**config.mk**
```make
export PLATFORM = sky130hd
export DESIGN_NAME = piecewise_linear_modulus_vs_temperature_top
export DESIGN_NICKNAME = d
export VERILOG_FILES = /design/src/hdl/plvt_pkg.sv /design/src/hdl/plvt_div.sv /design/src/hdl/piecewise_linear_modulus_vs_temperature_top.sv
export SDC_FILE = /design/constraint.sdc
export NUM_CORES = 2
export LEC_CHECK = 0
export BUFFER_PORTS_ARGS = -buffer_cell sky130_fd_sc_hd__buf_2
export CORE_UTILIZATION = 56
export CTS_CLUSTER_DIAMETER = 120
export DETAILED_ROUTE_END_ITERATION = 6
export MAX_ROUTING_LAYER = met4
export PLACE_DENSITY = 0.82
export SLEW_MARGIN = 10
export SYNTH_ARGS = -nofsm -noshare
export SYNTH_HDL_FRONTEND = slang
export SYNTH_SLANG_ARGS = --single-unit
```
**constraint.sdc**
```tcl
create_clock -name clk -period 67.3 [get_ports clk]
set_input_delay 6.73 -clock clk [delete_from_list [all_inputs] [get_ports clk]]
set_output_delay 6.73 -clock clk [all_outputs]
set_load 0.03 [all_outputs]
```
**src/hdl/plvt_pkg.sv**
```systemverilog
// Package for the piecewise-linear modulus-versus-temperature block.
// Holds field widths, fixed-point constants, register reset values and register codes.
// Used by plvt_div and piecewise_linear_modulus_vs_temperature_top.
`default_nettype none

package plvt_pkg;

    // Fractional bits of temperatures and moduli.
    localparam int FRAC_BITS = 4;

    // Field widths.
    localparam int IN_IDX_W = 20;
    localparam int TK_W     = 16;
    localparam int TEMP_W   = 17;
    localparam int MOD_W    = 14;
    localparam int TI_W     = TEMP_W + 1;

    // Default number of meaningful cell index bits.
    localparam int INDEX_BITS_DEF = 20;

    // Divider geometry: the quotient never exceeds the modulus range.
    localparam int DEN_W  = TEMP_W;
    localparam int QUO_W  = MOD_W;
    localparam int NUM_W  = DEN_W + QUO_W;
    localparam int PROD_W = MOD_W + 1 + DEN_W + 1;

    // Stream data widths, rounded up to whole bytes.
    localparam int IN_TDATA_W  = ((IN_IDX_W + TK_W + 7) / 8) * 8;
    localparam int OUT_TDATA_W = ((IN_IDX_W + MOD_W + 7) / 8) * 8;

    // Configuration port.
    localparam int CFG_ADDR_W = 3;
    localparam int CFG_DATA_W = TEMP_W;

    // Celsius offset of 273.15 K, scaled and rounded.
    localparam int OFFSET = ((27315 << FRAC_BITS) + 50) / 100;

    // Reset values of the breakpoints and the moduli.
    localparam logic signed [TEMP_W-1:0] RST_TEMP_ONE   = TEMP_W'(25 << FRAC_BITS);
    localparam logic signed [TEMP_W-1:0] RST_TEMP_TWO   = TEMP_W'(940 << FRAC_BITS);
    localparam logic signed [TEMP_W-1:0] RST_TEMP_THREE = TEMP_W'(1215 << FRAC_BITS);
    localparam logic signed [TEMP_W-1:0] RST_TEMP_FOUR  = TEMP_W'(1600 << FRAC_BITS);
    localparam logic [MOD_W-1:0] RST_MOD_ONE   = MOD_W'(428 << FRAC_BITS);
    localparam logic [MOD_W-1:0] RST_MOD_TWO   = MOD_W'(375 << FRAC_BITS);
    localparam logic [MOD_W-1:0] RST_MOD_THREE = MOD_W'(340 << FRAC_BITS);
    localparam logic [MOD_W-1:0] RST_MOD_FOUR  = MOD_W'(198 << FRAC_BITS);

    // Configuration register indexes.
    typedef enum logic [CFG_ADDR_W-1:0] {
        REG_BREAK_TEMP_ONE   = 3'd0,
        REG_BREAK_TEMP_TWO   = 3'd1,
        REG_BREAK_TEMP_THREE = 3'd2,
        REG_BREAK_TEMP_FOUR  = 3'd3,
        REG_MODULUS_ONE      = 3'd4,
        REG_MODULUS_TWO      = 3'd5,
        REG_MODULUS_THREE    = 3'd6,
        REG_MODULUS_FOUR     = 3'd7
    } plvt_reg_t;

endpackage

`default_nettype wire

```
**src/hdl/plvt_div.sv**
```systemverilog
// Pipelined restoring divider, one quotient bit per register stage.
// Carries a sideband word alongside each quotient; depends on plvt_pkg.
`default_nettype none

module plvt_div
    import plvt_pkg::*;
#(
    parameter int SIDE_W = 1
)
(
    input  wire logic              clk,
    input  wire logic              rst_n,
    input  wire logic              en,
    input  wire logic              in_vld,
    input  wire logic [NUM_W-1:0]  num,
    input  wire logic [DEN_W-1:0]  den,
    input  wire logic [SIDE_W-1:0] side,
    output logic                   out_vld,
    output logic [QUO_W-1:0]       quo,
    output logic [SIDE_W-1:0]      side_out
);

    // Index 0 is the input; index k+1 is the register after step k.
    logic              vld_reg  [0:QUO_W];
    logic [DEN_W-1:0]  rem_reg  [0:QUO_W];
    logic [QUO_W-1:0]  low_reg  [0:QUO_W];
    logic [QUO_W-1:0]  quo_reg  [0:QUO_W];
    logic [DEN_W-1:0]  den_reg  [0:QUO_W];
    logic [SIDE_W-1:0] side_reg [0:QUO_W];

    // The quotient fits in QUO_W bits, so the upper dividend bits lie below the divisor.
    assign vld_reg[0]  = in_vld;
    assign rem_reg[0]  = num[NUM_W-1:QUO_W];
    assign low_reg[0]  = num[QUO_W-1:0];
    assign quo_reg[0]  = '0;
    assign den_reg[0]  = den;
    assign side_reg[0] = side;

    for (genvar k = 0; k < QUO_W; k++) begin : g_step
        logic [DEN_W+1:0] trial;
        logic [DEN_W-1:0] rem_next;
        logic [QUO_W-1:0] quo_next;

        always_comb
        begin
            trial = {1'b0, rem_reg[k], low_reg[k][QUO_W-1]} - {2'b00, den_reg[k]};
            if (!trial[DEN_W+1])
            begin
                rem_next = trial[DEN_W-1:0];
                quo_next = {quo_reg[k][QUO_W-2:0], 1'b1};
            end
            else
            begin
                rem_next = {rem_reg[k][DEN_W-2:0], low_reg[k][QUO_W-1]};
                quo_next = {quo_reg[k][QUO_W-2:0], 1'b0};
            end
        end

        always_ff @(posedge clk or negedge rst_n)
        begin
            if (!rst_n)
            begin
                vld_reg[k+1] <= 1'b0;
            end
            else if (en)
            begin
                vld_reg[k+1] <= vld_reg[k];
            end
        end

        always_ff @(posedge clk)
        begin
            if (en)
            begin
                rem_reg[k+1]  <= rem_next;
                low_reg[k+1]  <= {low_reg[k][QUO_W-2:0], 1'b0};
                quo_reg[k+1]  <= quo_next;
                den_reg[k+1]  <= den_reg[k];
                side_reg[k+1] <= side_reg[k];
            end
        end
    end

    assign out_vld  = vld_reg[QUO_W];
    assign quo      = quo_reg[QUO_W];
    assign side_out = side_reg[QUO_W];

endmodule

`default_nettype wire

```
**src/hdl/piecewise_linear_modulus_vs_temperature_top.sv**
```systemverilog
// Top level of the piecewise-linear modulus-versus-temperature block.
// Depends on plvt_pkg and plvt_div.
//
// Each input transaction carries a cell index and a temperature in sixteenths of a kelvin;
// one output transaction returns the same index with the elastic modulus in sixteenths of a
// GPa, held at the first modulus at or below the first breakpoint, at the fourth above the
// fourth, and interpolated linearly in between with the quotient truncated toward zero.
// The block accepts one transaction every clock cycle while the skid entry is empty.
// Results pass through stages for offset, segment choice, differences, multiply and sign
// handling, then the restoring divider that produces one quotient bit per stage, then the
// output register. A one-entry skid buffer behind the output register lets the input side
// keep running while a result waits. The user must write breakpoints and moduli via the
// configuration port only while no transaction is in flight; the block does not enforce it.
`default_nettype none

module piecewise_linear_modulus_vs_temperature_top
    import plvt_pkg::*;
#(
    parameter int INDEX_BITS = INDEX_BITS_DEF
)
(
    input  wire logic                   clk,
    input  wire logic                   rst_n,
    // s_tdata: cell_index [19:0], temperature_kelvin [35:20], zero fill above
    input  wire logic                   s_tvalid,
    output logic                        s_tready,
    input  wire logic [IN_TDATA_W-1:0]  s_tdata,
    // m_tdata: cell_index_out [19:0], modulus [33:20], zero fill above
    output logic                        m_tvalid,
    input  wire logic                   m_tready,
    output logic [OUT_TDATA_W-1:0]      m_tdata,
    input  wire logic                   cfg_wr_en,
    input  wire logic [CFG_ADDR_W-1:0]  cfg_addr,
    input  wire logic [CFG_DATA_W-1:0]  cfg_wdata
);

    localparam int KEEP_W = (INDEX_BITS < IN_IDX_W) ? INDEX_BITS : IN_IDX_W;
    localparam int SIDE_W = KEEP_W + MOD_W + 1;

    // Configuration registers.
    logic signed [TEMP_W-1:0] bt_reg  [0:3];
    logic        [MOD_W-1:0]  mod_reg [0:3];

    always_ff @(posedge clk or negedge rst_n)
    begin
        if (!rst_n)
        begin
            bt_reg[0]  <= RST_TEMP_ONE;
            bt_reg[1]  <= RST_TEMP_TWO;
            bt_reg[2]  <= RST_TEMP_THREE;
            bt_reg[3]  <= RST_TEMP_FOUR;
            mod_reg[0] <= RST_MOD_ONE;
            mod_reg[1] <= RST_MOD_TWO;
            mod_reg[2] <= RST_MOD_THREE;
            mod_reg[3] <= RST_MOD_FOUR;
        end
        else if (cfg_wr_en)
        begin
            case (cfg_addr)
                REG_BREAK_TEMP_ONE:   bt_reg[0]  <= cfg_wdata;
                REG_BREAK_TEMP_TWO:   bt_reg[1]  <= cfg_wdata;
                REG_BREAK_TEMP_THREE: bt_reg[2]  <= cfg_wdata;
                REG_BREAK_TEMP_FOUR:  bt_reg[3]  <= cfg_wdata;
                REG_MODULUS_ONE:      mod_reg[0] <= cfg_wdata[MOD_W-1:0];
                REG_MODULUS_TWO:      mod_reg[1] <= cfg_wdata[MOD_W-1:0];
                REG_MODULUS_THREE:    mod_reg[2] <= cfg_wdata[MOD_W-1:0];
                REG_MODULUS_FOUR:     mod_reg[3] <= cfg_wdata[MOD_W-1:0];
                default: ;
            endcase
        end
    end

    // The whole pipeline moves together; it halts only while the skid entry is occupied.
    logic skid_vld_reg;
    logic adv;

    assign adv      = !skid_vld_reg;
    assign s_tready = adv;

    // Stage valid bits.
    logic s1_vld_reg, s2_vld_reg, s3_vld_reg, s4_vld_reg, s5_vld_reg;

    always_ff @(posedge clk or negedge rst_n)
    begin
        if (!rst_n)
        begin
            s1_vld_reg <= 1'b0;
            s2_vld_reg <= 1'b0;
            s3_vld_reg <= 1'b0;
            s4_vld_reg <= 1'b0;
            s5_vld_reg <= 1'b0;
        end
        else if (adv)
        begin
            s1_vld_reg <= s_tvalid;
            s2_vld_reg <= s1_vld_reg;
            s3_vld_reg <= s2_vld_reg;
            s4_vld_reg <= s3_vld_reg;
            s5_vld_reg <= s4_vld_reg;
        end
    end

    // Stage 1: Celsius temperature.
    logic signed [TI_W-1:0]   s1_ti_reg, s1_ti_next;
    logic        [KEEP_W-1:0] s1_idx_reg;

    assign s1_ti_next = TI_W'({2'b00, s_tdata[IN_IDX_W +: TK_W]}) - TI_W'(OFFSET);

    // Stage 2: segment choice. A clamped item gets equal end moduli.
    logic signed [TI_W-1:0]   bt_ext [0:3];
    logic        [3:0]        le;
    logic signed [TI_W-1:0]   s2_ti_reg, s2_t0_reg, s2_t1_reg;
    logic signed [TI_W-1:0]   s2_t0_next, s2_t1_next;
    logic        [MOD_W-1:0]  s2_e0_reg, s2_e1_reg, s2_e0_next, s2_e1_next;
    logic                     s2_clamp_reg, s2_clamp_next;
    logic        [KEEP_W-1:0] s2_idx_reg;

    always_comb
    begin
        for (int k = 0; k < 4; k++)
        begin
            bt_ext[k] = {bt_reg[k][TEMP_W-1], bt_reg[k]};
            le[k]     = (s1_ti_reg <= bt_ext[k]);
        end
        s2_t0_next    = bt_ext[0];
        s2_t1_next    = bt_ext[1];
        s2_e0_next    = mod_reg[0];
        s2_e1_next    = mod_reg[1];
        s2_clamp_next = 1'b0;
        // The tests run in order, so out-of-order breakpoints still pick one segment.
        if (le[0])
        begin
            s2_e1_next    = mod_reg[0];
            s2_clamp_next = 1'b1;
        end
        else if (le[1])
        begin
            s2_t0_next = bt_ext[0];
            s2_t1_next = bt_ext[1];
        end
        else if (le[2])
        begin
            s2_t0_next = bt_ext[1];
            s2_t1_next = bt_ext[2];
            s2_e0_next = mod_reg[1];
            s2_e1_next = mod_reg[2];
        end
        else if (le[3])
        begin
            s2_t0_next = bt_ext[2];
            s2_t1_next = bt_ext[3];
            s2_e0_next = mod_reg[2];
            s2_e1_next = mod_reg[3];
        end
        else
        begin
            s2_e0_next    = mod_reg[3];
            s2_e1_next    = mod_reg[3];
            s2_clamp_next = 1'b1;
        end
    end

    // Stage 3: segment width, offset into the segment and modulus step.
    logic signed [TI_W-1:0]   den_full, dt_full;
    logic        [DEN_W-1:0]  s3_den_reg, s3_den_next, s3_dt_reg, s3_dt_next;
    logic signed [MOD_W:0]    s3_de_reg, s3_de_next;
    logic        [MOD_W-1:0]  s3_e0_reg;
    logic        [KEEP_W-1:0] s3_idx_reg;

    always_comb
    begin
        den_full = s2_t1_reg - s2_t0_reg;
        dt_full  = s2_ti_reg - s2_t0_reg;
        if (s2_clamp_reg)
        begin
            // A unit divisor and zero step give a zero quotient.
            s3_den_next = DEN_W'(1);
            s3_dt_next  = '0;
            s3_de_next  = '0;
        end
        else
        begin
            s3_den_next = den_full[DEN_W-1:0];
            s3_dt_next  = dt_full[DEN_W-1:0];
            s3_de_next  = $signed({1'b0, s2_e1_reg}) - $signed({1'b0, s2_e0_reg});
        end
    end

    // Stage 4: product of step and offset.
    logic signed [PROD_W-1:0] s4_prod_reg, s4_prod_next;
    logic        [DEN_W-1:0]  s4_den_reg;
    logic        [MOD_W-1:0]  s4_e0_reg;
    logic        [KEEP_W-1:0] s4_idx_reg;

    assign s4_prod_next = s3_de_reg * $signed({1'b0, s3_dt_reg});

    // Stage 5: sign and magnitude for the divider.
    logic [PROD_W-1:0]  prod_abs;
    logic [NUM_W-1:0]   s5_num_reg;
    logic               s5_neg_reg;
    logic [DEN_W-1:0]   s5_den_reg;
    logic [MOD_W-1:0]   s5_e0_reg;
    logic [KEEP_W-1:0]  s5_idx_reg;

    assign prod_abs = s4_prod_reg[PROD_W-1] ? PROD_W'(-s4_prod_reg) : PROD_W'(s4_prod_reg);

    always_ff @(posedge clk)
    begin
        if (adv)
        begin
            s1_ti_reg    <= s1_ti_next;
            s1_idx_reg   <= s_tdata[KEEP_W-1:0];
            s2_ti_reg    <= s1_ti_reg;
            s2_t0_reg    <= s2_t0_next;
            s2_t1_reg    <= s2_t1_next;
            s2_e0_reg    <= s2_e0_next;
            s2_e1_reg    <= s2_e1_next;
            s2_clamp_reg <= s2_clamp_next;
            s2_idx_reg   <= s1_idx_reg;
            s3_den_reg   <= s3_den_next;
            s3_dt_reg    <= s3_dt_next;
            s3_de_reg    <= s3_de_next;
            s3_e0_reg    <= s2_e0_reg;
            s3_idx_reg   <= s2_idx_reg;
            s4_prod_reg  <= s4_prod_next;
            s4_den_reg   <= s3_den_reg;
            s4_e0_reg    <= s3_e0_reg;
            s4_idx_reg   <= s3_idx_reg;
            s5_num_reg   <= prod_abs[NUM_W-1:0];
            s5_neg_reg   <= s4_prod_reg[PROD_W-1];
            s5_den_reg   <= s4_den_reg;
            s5_e0_reg    <= s4_e0_reg;
            s5_idx_reg   <= s4_idx_reg;
        end
    end

    // Divider stages.
    logic              fin_vld;
    logic [QUO_W-1:0]  fin_quo;
    logic [SIDE_W-1:0] fin_side;

    plvt_div #(
        .SIDE_W (SIDE_W)
    ) u_div (
        .clk      (clk),
        .rst_n    (rst_n),
        .en       (adv),
        .in_vld   (s5_vld_reg),
        .num      (s5_num_reg),
        .den      (s5_den_reg),
        .side     ({s5_idx_reg, s5_e0_reg, s5_neg_reg}),
        .out_vld  (fin_vld),
        .quo      (fin_quo),
        .side_out (fin_side)
    );

    // Final sum, then output register and skid entry.
    logic [KEEP_W-1:0]      fin_idx;
    logic [MOD_W-1:0]       fin_e0;
    logic                   fin_neg;
    logic [MOD_W:0]         fin_step;
    logic [MOD_W:0]         fin_sum;
    logic [OUT_TDATA_W-1:0] fin_data;

    assign {fin_idx, fin_e0, fin_neg} = fin_side;
    assign fin_step = fin_neg ? (MOD_W+1)'(-{1'b0, fin_quo}) : {1'b0, fin_quo};
    assign fin_sum  = {1'b0, fin_e0} + fin_step;
    assign fin_data = OUT_TDATA_W'({fin_sum[MOD_W-1:0], IN_IDX_W'(fin_idx)});

    logic                   out_vld_reg, out_vld_next, skid_vld_next;
    logic [OUT_TDATA_W-1:0] out_data_reg, out_data_next, skid_data_reg, skid_data_next;
    logic                   take;

    assign take = out_vld_reg && m_tready;

    always_comb
    begin
        out_vld_next   = out_vld_reg;
        out_data_next  = out_data_reg;
        skid_vld_next  = skid_vld_reg;
        skid_data_next = skid_data_reg;
        if (skid_vld_reg)
        begin
            if (take)
            begin
                out_data_next = skid_data_reg;
                skid_vld_next = 1'b0;
            end
        end
        else if (fin_vld)
        begin
            if (!out_vld_reg || take)
            begin
                out_vld_next  = 1'b1;
                out_data_next = fin_data;
            end
            else
            begin
                skid_vld_next  = 1'b1;
                skid_data_next = fin_data;
            end
        end
        else if (take)
        begin
            out_vld_next = 1'b0;
        end
    end

    always_ff @(posedge clk or negedge rst_n)
    begin
        if (!rst_n)
        begin
            out_vld_reg  <= 1'b0;
            skid_vld_reg <= 1'b0;
        end
        else
        begin
            out_vld_reg  <= out_vld_next;
            skid_vld_reg <= skid_vld_next;
        end
    end

    always_ff @(posedge clk)
    begin
        out_data_reg  <= out_data_next;
        skid_data_reg <= skid_data_next;
    end

    assign m_tvalid = out_vld_reg;
    assign m_tdata  = out_data_reg;

endmodule

`default_nettype wire
```
==> results.yml <==
run_status:
  status: "finished, violations left"
  violations: "DRC"
timing:
  finalSetupTns_ns: 0
  slew_headroom_pct: 17.2
  tightest_slew_ns: 1.24
  final.period_utilization_pct: 13.6
  hold_violations: 0
  rsz0062_at_grt: "no"
  whs_ns: 0.384
  fin_crit_ns: 9.18
  report.final.slew_viol_count: 0
  max_freq_mhz: 109
  fin_skew_ns: 0.0434
  setup-violations-final: 0
die:
  die_area_mm2: 0.147
  die_h_um: 384
  core.rowCount: 139
  core_mm2: 0.144
  start_util_pct: 56.7
  die_w_um: 384
  ios: 107
route:
  drtIter0Drc: 3067
  totalWireLength_um: 158000
  ant_nets: 0
  drt-pass1-iter-count: 7
  drt_drc_violations_left: 2
  wl_per_cell_um: 19.4
  avgViaCountPerCell: 5.67
  vias: 46200
synthesis:
  synth_edf_count: 1582
  yosys.area.top_type: "edfxtp_1"
  synth_top_area_share_pct: 58.2
  synth_flop_cell: "edfxtp_1"
  synth-seq-cells: 1727
  avgSynthCellArea_um2: 13.8
  syn_area_mm2: 0.0816
  synth_cells: 5906
  yosysWarnings: 0
  async_reset_ff_share_pct: 8.40
  yosysSeqAreaShare_pct: 62.7
  synth_area_leaders: "edfxtp_1 (58%), ha_1 (7.4%), fa_1 (5.2%)"
  ys_types: 82
critical_path:
  regToRegSetupSlack_ns: 59.93
  worstSetupPathType: "register to primary output"
  critPathRequiredTime_ns: 60.57
  worst-path-max-fanout: 75
  worstSetupStartpointType: "register"
  critical_path.startpoint: "skid_vld_reg$_DFF_PN0_"
  endpoint_kind: "primary output"
  arrival_ns: 2.45
  worstReg2RegStart: "s3_de_reg[2]$_SDFFCE_PP0N_"
cts:
  cts_made_buffers: 168
  postCtsHoldBufs: 0
  clock_sinks: 1727
  cts.root.buffer_cell: "clkbuf_16"
  cts_resized: 0
  cts_setup_buffers: 0
  cts_tree: "yes"
  htreeDepth: 4
  clock_path_buffers: 3
  clock_latency_ns: 0.80
  clk_pin_slew_ns: 0.07
global_route:
  antenna_found_initial: 7
  first_global_vias: 48100
  overflow: 0
  grt_max_degree: 175
  grtUsageTotal_pct: 22.3
  grt_pass1_wl_um: 251000
placement:
  place_congestion: 0.915
  dp_hpwl_um: 105000
  numPortBuffers: 96
hold_path:
  worstHoldStart: "s4_den_reg[10]$_DFFE_PN_"
  hold_path.class: "register to register"
cells_and_area:
  largest_register_ffs: 455
  drive_gt1_share_pct: 11.0
  nets: 6854
  syn_to_final_growth_pct: 10.3
power_and_ir_drop:
  max-vdd-ir-drop_uv: 20.1
  power.density_mw_per_mm2: 25.0
  p_leak_nw: 34.8
flow_run:
  maxCapViolCount: 0
## synth_stat cells (all sizes together), types with 10 or more instances
master / instances
nand3: 80
o21ai: 242
o211ai: 14
o31ai: 39
clkbuf: 91
a2bb2oi: 35
nand2: 347
ha: 483
o221ai: 18
or2: 10
a21o: 94
dfrtp: 105
or3: 33
a31oi: 39
nor3: 106
inv: 671
a21oi: 239
mux2: 210
a2111oi: 12
o31a: 12
and3: 22
buf: 42
a21boi: 32
nor2b: 58
nand4: 15
o22ai: 35
xnor2: 166
nor2: 299
nand2b: 43
and2: 131
dfstp: 40
o41ai: 17
edfxtp: 1582
or4: 13
o21a: 74
fa: 211
o21bai: 13
mux2i: 46
a211oi: 30
xor2: 80
nor4: 14
## metal layers
metal,wire (um),global-route usage [%]
met4,8270,11.7
met5,0,-
met2,83300,39.5
met1,59100,24.0
met3,6820,3.49
## final cells by class
class / instances / area, um2
Clock inverter: 98 / 1140
Antenna cell: 6 / 15.0
Inverter: 672 / 2530
Fill cell: 10200 / 54000
Timing Repair Buffer: 147 / 882
Clock buffer: 206 / 4430
Sequential cell: 1727 / 51200
Multi-Input combinational cell: 3379 / 27400
Tap cell: 1903 / 2380
## power breakdown
part	total, W	leakage (nW)	internal, W	switching, W
clock network	0.000946	2.69	0.000539	0.000408
logic	0.000108	16.2	0.0000451	0.0000626
registers	0.00119	16.0	0.00118	0.0000129
## per-stage QoR
stage	util (%)	total power, W	worst slack [ns]	instance area, um2	cells
floorplan	-	0.00129	18.98	81600	5911
global placement	58.6	0.00132	58.53	84400	7828
detailed placement	58.6	0.00132	58.43	84400	7828
CTS	62.5	0.00226	58.04	90000	8132
global route	62.5	0.00232	57.97	90000	8138
finish	62.5	0.00225	58.12	90000	8138
## cells by family (layout without fill, tap and decap cells)
group                    Yosys count  after routing  synth area share, %
buffers and inverters            805           1123                 3.77
flip-flops                      1727           1727                 62.7
AND/OR/NAND/NOR                 1188           1188                 6.93
adder cells (fa/ha/maj)          694            694                 12.6
other                              1             12              0.00460
multiplexers                     256            256                 3.46
XOR/XNOR                         246            246                 2.64
AO/OA/AOI/OAI                    989            989                 7.87
## worst paths after layout
kind | endpoint | cells past startpoint
max | s_tready | 3
min | s5_den_reg[10]$_DFFE_PN_ | 0
max reg2reg | s4_prod_reg[29]$_DFFE_PN_ | 20
min reg2reg | s5_den_reg[10]$_DFFE_PN_ | 0
max in group asynchronous | bt_ext[1]$_DFFE_PN0P_ | 2
min in group asynchronous | mod_reg[4]$_DFFE_PN0P_ | 1
## layout by cell type (no fill, tap or decap), types with 14 or more instances in the layout
cell type and n:
mux2i_1 46, a21o_1 94, a21oi_1 239, nand2_1 347, o21a_1 74, bufinv_16 17
fa_1 211, inv_1 668, nand3_1 80, o31ai_1 38, nand2b_1 43, nor4_1 14
xnor2_1 166, clkinv_1 33, nor3_1 103, mux2_2 210, o22ai_1 35, ha_1 483
a31oi_1 37, and2_1 125, dfstp_2 40, a211oi_1 29, clkbuf_16 169, a21boi_0 26
nand4_1 15, nor2_1 297, o221ai_1 18, clkbuf_1 31, o21ai_0 235, xor2_1 80
o41ai_1 16, a2bb2oi_1 35, clkinv_2 23, or3_1 32, dfrtp_1 104, buf_2 95
and3_1 22, edfxtp_1 1582, nor2b_1 58, buf_4 50
## worst max-delay path, cell delays in order (launching register included)
cell     delay (ns)
dfrtp_2        0.35
buf_4          0.56
inv_8          0.37
buf_2          0.31
Note: power is estimated with default switching activity, not from simulation.
